===== src/rtl/tsfq_pkg.sv =====
package tsfq_pkg;

  // Default number of entries the queue can hold across both stacks.
  localparam int unsigned DEPTH_DEF = 16;

  // Payload widths fixed by the interface.
  localparam int unsigned DATA_W = 32;
  localparam int unsigned OCC_W  = 5;

  // Operation codes carried by one command beat.
  typedef enum logic [1:0] {
    OP_PUSH = 2'd0,
    OP_POP  = 2'd1,
    OP_PEEK = 2'd2
  } op_e;

  // Status codes reported with every result beat.
  typedef enum logic [1:0] {
    ST_OK    = 2'd0,
    ST_EMPTY = 2'd1,
    ST_FULL  = 2'd2
  } status_e;

endpackage


===== src/rtl/two_stack_fifo_queue.sv =====
// Channel   Direction  Ports                                         Beat
// command   in         start_i, busy_o, operation_i, push_value_i    start_i && !busy_o
// result    out        done_o, read_value_o, status_o,               done_o, one cycle
//                      queue_empty_o, occupancy_o
//
// Every command gives one result beat on done_o in a later cycle; the receiver cannot stall.
// A push, a rejected push, an empty pop or peek, or an unused code answers in the next cycle.
// A pop or peek served from the output stack is answered via the output memory read register.
// A pop or peek that finds the output stack empty moves the n entries of the input
// stack over at one per cycle through the input memory read port.
// Reset clears both counts at once; no clearing pass.
module two_stack_fifo_queue #(
  parameter int unsigned DEPTH = tsfq_pkg::DEPTH_DEF
) (
  input  logic                               clk_i,
  input  logic                               rst_ni,
  input  logic                               start_i,
  output logic                               busy_o,
  input  logic [1:0]                         operation_i,
  input  logic signed [tsfq_pkg::DATA_W-1:0] push_value_i,
  output logic                               done_o,
  output logic signed [tsfq_pkg::DATA_W-1:0] read_value_o,
  output logic [1:0]                         status_o,
  output logic                               queue_empty_o,
  output logic [tsfq_pkg::OCC_W-1:0]         occupancy_o
);

  localparam int unsigned AW = $clog2(DEPTH);
  localparam int unsigned CW = $clog2(DEPTH + 1);
  localparam int unsigned DW = tsfq_pkg::DATA_W;

  typedef enum logic [2:0] {
    S_IDLE  = 3'b001,
    S_XFER  = 3'b010,
    S_OREAD = 3'b100
  } state_e;

  state_e            state_q, state_d;
  tsfq_pkg::op_e     op_q, op_d;
  logic [CW-1:0]     in_cnt_q, in_cnt_d;
  logic [CW-1:0]     out_cnt_q, out_cnt_d;
  logic [CW-1:0]     in_dec, out_dec, total_q, total_d;

  // Stack memories and their ports.
  logic [DW-1:0]     in_mem [DEPTH];
  logic [DW-1:0]     out_mem [DEPTH];
  logic              in_we, in_re, out_we, out_re;
  logic [AW-1:0]     in_waddr, in_raddr, out_waddr, out_raddr;
  logic [DW-1:0]     in_rdata, out_rdata, out_wdata;

  // Result beat.
  logic              res_fire;
  logic [DW-1:0]     res_val;
  tsfq_pkg::status_e res_st;
  logic              done_q;
  logic [DW-1:0]     read_value_q;
  tsfq_pkg::status_e status_q;
  logic              empty_q;
  logic [tsfq_pkg::OCC_W-1:0] occ_q;

  assign in_dec  = in_cnt_q - CW'(1);
  assign out_dec = out_cnt_q - CW'(1);
  assign total_q = in_cnt_q + out_cnt_q;
  assign total_d = in_cnt_d + out_cnt_d;

  // Sequencer: push, top read, or transfer of the input stack onto the output stack.
  always_comb begin
    state_d   = state_q;
    op_d      = op_q;
    in_cnt_d  = in_cnt_q;
    out_cnt_d = out_cnt_q;
    in_we     = 1'b0;
    in_waddr  = in_cnt_q[AW-1:0];
    in_re     = 1'b0;
    in_raddr  = in_dec[AW-1:0];
    out_we    = 1'b0;
    out_waddr = out_cnt_q[AW-1:0];
    out_wdata = in_rdata;
    out_re    = 1'b0;
    out_raddr = out_dec[AW-1:0];
    res_fire  = 1'b0;
    res_val   = '0;
    res_st    = tsfq_pkg::ST_OK;
    unique case (state_q)
      S_IDLE: begin
        if (start_i) begin
          op_d = tsfq_pkg::op_e'(operation_i);
          unique case (tsfq_pkg::op_e'(operation_i))
            tsfq_pkg::OP_PUSH: begin
              res_fire = 1'b1;
              if (total_q == CW'(DEPTH)) begin
                res_st = tsfq_pkg::ST_FULL;
              end else begin
                in_we    = 1'b1;
                in_cnt_d = in_cnt_q + CW'(1);
              end
            end
            tsfq_pkg::OP_POP, tsfq_pkg::OP_PEEK: begin
              if (out_cnt_q != '0) begin
                out_re  = 1'b1;
                state_d = S_OREAD;
                if (tsfq_pkg::op_e'(operation_i) == tsfq_pkg::OP_POP) begin
                  out_cnt_d = out_dec;
                end
              end else if (in_cnt_q != '0) begin
                // Start the transfer with the top of the input stack.
                in_re    = 1'b1;
                in_cnt_d = in_dec;
                state_d  = S_XFER;
              end else begin
                res_fire = 1'b1;
                res_st   = tsfq_pkg::ST_EMPTY;
              end
            end
            default: begin
              res_fire = 1'b1;
            end
          endcase
        end
      end
      S_XFER: begin
        if (in_cnt_q != '0) begin
          // Write the entry read last cycle and fetch the next one.
          out_we    = 1'b1;
          out_cnt_d = out_cnt_q + CW'(1);
          in_re     = 1'b1;
          in_cnt_d  = in_dec;
        end else begin
          // The last entry moved is the oldest; a pop never stores it.
          res_fire = 1'b1;
          res_val  = in_rdata;
          state_d  = S_IDLE;
          if (op_q == tsfq_pkg::OP_PEEK) begin
            out_we    = 1'b1;
            out_cnt_d = out_cnt_q + CW'(1);
          end
        end
      end
      S_OREAD: begin
        res_fire = 1'b1;
        res_val  = out_rdata;
        state_d  = S_IDLE;
      end
      default: begin
        state_d = S_IDLE;
      end
    endcase
  end

  assign busy_o = (state_q != S_IDLE);

  // Control registers.
  always_ff @(posedge clk_i or negedge rst_ni) begin
    if (!rst_ni) begin
      state_q   <= S_IDLE;
      op_q      <= tsfq_pkg::OP_PUSH;
      in_cnt_q  <= '0;
      out_cnt_q <= '0;
      done_q    <= 1'b0;
    end else begin
      state_q   <= state_d;
      op_q      <= op_d;
      in_cnt_q  <= in_cnt_d;
      out_cnt_q <= out_cnt_d;
      done_q    <= res_fire;
    end
  end

  // Result payload registers.
  always_ff @(posedge clk_i) begin
    if (res_fire) begin
      read_value_q <= res_val;
      status_q     <= res_st;
      empty_q      <= (total_d == '0);
      occ_q        <= tsfq_pkg::OCC_W'(total_d);
    end
  end

  // Input stack memory.
  always_ff @(posedge clk_i) begin
    if (in_we) begin
      in_mem[in_waddr] <= push_value_i;
    end
    if (in_re) begin
      in_rdata <= in_mem[in_raddr];
    end
  end

  // Output stack memory.
  always_ff @(posedge clk_i) begin
    if (out_we) begin
      out_mem[out_waddr] <= out_wdata;
    end
    if (out_re) begin
      out_rdata <= out_mem[out_raddr];
    end
  end

  assign done_o        = done_q;
  assign read_value_o  = read_value_q;
  assign status_o      = status_q;
  assign queue_empty_o = empty_q;
  assign occupancy_o   = occ_q;

  // The two stacks together never hold more than the queue depth.
  a_total_bound: assert property (@(posedge clk_i) disable iff (!rst_ni)
    total_q <= CW'(DEPTH))
    else $error("queue occupancy exceeds depth");

  // A transfer never starts while the output stack holds entries that the transfer
  // would bury.
  a_xfer_onto_empty: assert property (@(posedge clk_i) disable iff (!rst_ni)
    (state_q == S_IDLE && state_d == S_XFER) |-> (out_cnt_q == '0))
    else $error("transfer started onto a non-empty output stack");

  // An accepted push with room grows the input stack by one.
  a_push_grows: assert property (@(posedge clk_i) disable iff (!rst_ni)
    (start_i && !busy_o && operation_i == tsfq_pkg::OP_PUSH && total_q != CW'(DEPTH))
    |=> (in_cnt_q == $past(in_cnt_q) + CW'(1)))
    else $error("push did not advance the input stack");

  // A pop or peek with entries on the output stack gets its beat via the output memory read.
  a_top_read_done: assert property (@(posedge clk_i) disable iff (!rst_ni)
    (start_i && !busy_o && out_cnt_q != '0 &&
     (operation_i == tsfq_pkg::OP_POP || operation_i == tsfq_pkg::OP_PEEK))
    |=> (!done_o ##1 done_o))
    else $error("top read did not produce a result beat");

endmodule


===== config.mk =====
export PLATFORM = sky130hd
export DESIGN_NAME = two_stack_fifo_queue
export DESIGN_NICKNAME = d
export VERILOG_FILES = /design/src/rtl/tsfq_pkg.sv /design/src/rtl/two_stack_fifo_queue.sv
export SDC_FILE = /design/constraint.sdc
export NUM_CORES = 1
export LEC_CHECK = 0
export BUFFER_PORTS_ARGS = -buffer_cell sky130_fd_sc_hd__buf_4
export CAP_MARGIN = 40
export CORE_MARGIN = 1
export CORE_UTILIZATION = 49
export CTS_CLUSTER_SIZE = 28
export DETAILED_ROUTE_END_ITERATION = 6
export PLACE_DENSITY = 0.75
export SETUP_SLACK_MARGIN = 0.5
export SYNTH_ARGS = -nofsm -noshare
export SYNTH_HDL_FRONTEND = slang
export SYNTH_SLANG_ARGS = --single-unit

===== constraint.sdc =====
create_clock -name clk_i -period 13.9 [get_ports clk_i]
set_input_delay 4.17 -clock clk_i [delete_from_list [all_inputs] [get_ports clk_i]]
set_output_delay 4.17 -clock clk_i [all_outputs]
set_load 0.01 [all_outputs]

==> metrics.md <==
| Metric | Value |
|---|---|
| Power per cell area | `190 mW/mm^2` |
| IO Count | `between 70 and 80` |
| Post-synth EDFFs | `1,128` |
| Slew Viols, Final | `0` |
| CP required | `14,320 ps` |
| DP HPWL | `50,100 microns` |
| Initial DRT Pass Iterations | `7` |
| Post-synthesis sequential area ratio | `0.779` |
| Core Rows | `about 110` |
| Final Hold Viols | `0` |
| Fin nets | `2,139` |
| Max_slew headroom | `0.393` |
| Drt total wl | `between 90,000 and 100,000 microns` |
| RSZ-0062 raised after global routing | `no` |
| Commonest non-fill, non-tap cell in the layout | `edfxtp_1` |
| Max_cap viols | `0` |
| Most used DFF post-synth | `edfxtp_1` |
| Vias in the first global route | `21,405` |
| Syn_area_per_cell | `22.7 sq um` |
| LEAKAGE | `15.8 nW` |
| Worst Skew | `between 30 and 40 ps` |
| Clk slew on worst S/H paths | `approximately 70 ps` |
| Die W | `302 microns` |
| Count of input and output buffers | `78` |
| Yosys cell types | `60` |
| Fill cells | `6,256` |
| Arr. time, crit path | `7860 ps` |
| CP endpoint kind | `flop` |
| Final critical-path required period | `around 7400 ps` |
| Clock root buffer | `clkbuf_16` |
| Gr usage total | `0.208` |
| Mapped Cells | `1,933` |
| Syn. warnings | `0` |
| Routability Congestion | `0.861` |
| Critical Path Source Type | `input pin` |
| Hold Path Class | `flop to flop` |
| Post-CTS resize count | `0` |
| Setup bufs post-CTS | `0` |
| Commonest non-fill, non-tap cells in the layout | `edfxtp_1 (1,128), mux4_2 (288), clkbuf_16 (114)` |
| CTS buffer count | `110` |
| ANT nets after route | `0` |
| Met2 Wirelength | `48,000 microns` |
| Die area | `0.0909 sq mm` |
| Via density | `6.17` |
| Drt wl/cell | `27.7 microns` |
| Initial detailed-routing violation count | `2,083` |
| Syn_nets | `1,993` |
| Ys async rst share | `0.0140` |
| First-pass GRT wire length | `139,000 microns` |
| Htree depth | `3` |
| Largest net degree at the start of global routing | `94` |
| Failing checks | `DRC` |
| Clk_lat worst skew | `roughly 700 ps` |
| Fmax achieved | `about 130 MHz` |
| Grt ovf | `0` |
| Routed wl met3 | `6710 microns` |
| Top sig layer | `met5` |
| Hold_buf cts | `0` |
| Crit path max fanout | `34` |
| Core area | `0.0886 sq mm` |
| Met1 Wirelength | `35,400 microns` |
| Worst slew pin tran | `around 900 ps` |
| Vias | `20,593` |
| Syn Std Cell Area | `0.0440 sq mm` |
| Util after Layout | `0.568` |
| Residual DRC count | `60` |
| Die Y | `302 microns` |
| Layout cells sized above 1 | `0.297` |
| Initial antenna violation count | `3` |
| Status | `finished with violations` |
| Fin crit share | `0.535` |
| TritonCTS clock tree | `built` |
| Maximum vdd drop | `0.000143 V` |
| TNS Setup | `0 ps` |
| Setup violators final | `0` |
| Setup CP Type | `input pin to flop` |
| Synth Register Bits | `between 1,000 and 1,500` |
| Initial Util | `0.496` |
| CTS max path bufs | `3` |
| CTS Sinks | `approximately 1,100` |
| P&R area growth vs syn | `14.5%` |
==> metal layers <==
metal | up-vias | global-route usage
met5 | - | 0
met4 | 4 | 0.0599
met3 | 205 | 0.0332
met2 | 992 | 0.355
met1 | 10866 | 0.278
li1 | 8526 | -
==> area by class of cell <==
class / instances / area, sq um / area share
antenna: 1 / 2.50 / 0.0000497
clock buffer: 128 / 2910 / 0.0577
clock inverter: 79 / 786 / 0.0156
inverter: 12 / 45.0 / 0.000895
multi-input combinational: 677 / 9550 / 0.190
sequential: 1144 / 34300 / 0.681
tap: 1165 / 1460 / 0.0290
timing repair buffer: 134 / 1310 / 0.0261
==> cell usage after synthesis (all sizes together), types with 12 or more instances <==
master / number / area share
mux2i: 33 / 0.0075
buf: 33 / 0.0038
nor2: 39 / 0.0033
a211oi: 33 / 0.0056
a22o: 32 / 0.0064
edfxtp: 1128 / 0.77
dfrtp: 15 / 0.0085
ha: 21 / 0.0060
o21ai: 12 / 0.0015
mux4: 288 / 0.15
clkbuf: 67 / 0.0057
nor3: 13 / 0.0015
a21oi: 51 / 0.0058
nor2b: 35 / 0.0050
nand2: 22 / 0.0019
==> through the flow <==
step / hold WS (ps) / worst slack (ps) / total power, mW / cells / area (sq um)
4_1_cts: 499 / 6570 / 9.66 / 3339 / 50300
6_report: 505 / 6470 / 9.59 / 3340 / 50300
3_5_place_dp: 485 / 5850 / 6.62 / 3132 / 46600
3_3_place_gp: 465 / 6010 / 6.53 / 3112 / 46200
2_1_floorplan: 442 / 4440 / 5.93 / 1933 / 44000
5_1_grt: 556 / 6300 / 9.93 / 3340 / 50300
==> state kept, by name, summed over array words and instances (netlist names) <==
register / cells
op_q: 2
done_o: 1
status_o: 2
queue_empty_o: 1
in_rdata: 32
out_cnt_q: 5
out_mem: 512
out_rdata: 32
read_value_o: 32
state_q: 3
occupancy_o: 5
in_cnt_q: 5
in_mem: 512
==> final timing paths <==
check / slack (ps) / endpoint / depth (start not counted) / startpoint
max in group asynchronous: 10270 / state_q[0] / 1 / rst_ni
worst max register to register: 8870 / queue_empty_o / 16 / out_cnt_q[0]
worst min-delay path: 500 / op_q[1] / 2 / op_q[1]
min in group asynchronous: 3350 / op_q[0] / 1 / rst_ni
worst min register to register: 500 / op_q[1] / 2 / op_q[1]
worst max-delay path: 6470 / queue_empty_o / 16 / operation_i[0]
==> critical path, cell delays in order <==
cell and delay, ps:
buf_4 100, inv_1 50, ha_1 490, nand2_1 170, nor3_2 150, buf_4 580, a21oi_1 200, xnor2_1 180
ha_1 250, fa_1 440, a21o_1 180, a21oi_1 310, or4_4 200, nand4_2 140, o211ai_1 170, o21ai_2 80
==> cells by family after synthesis <==
kind of cell | count (synthesis) | synth area share
flops | 1144 | 0.779
mux | 322 | 0.155
simple gates | 163 | 0.0203
compound gates | 157 | 0.0248
buf+inv | 112 | 0.0106
fa+ha+maj | 23 | 0.00689
xor+xnor | 12 | 0.00270
==> power breakdown <==
group	switching, mW	total, mW	internal, mW
Clock	1.26	3.03	1.77
Sequential	0.0895	4.03	3.94
Combinational	1.29	2.52	1.23
No activity file was read; power rests on OpenSTA's default activity.
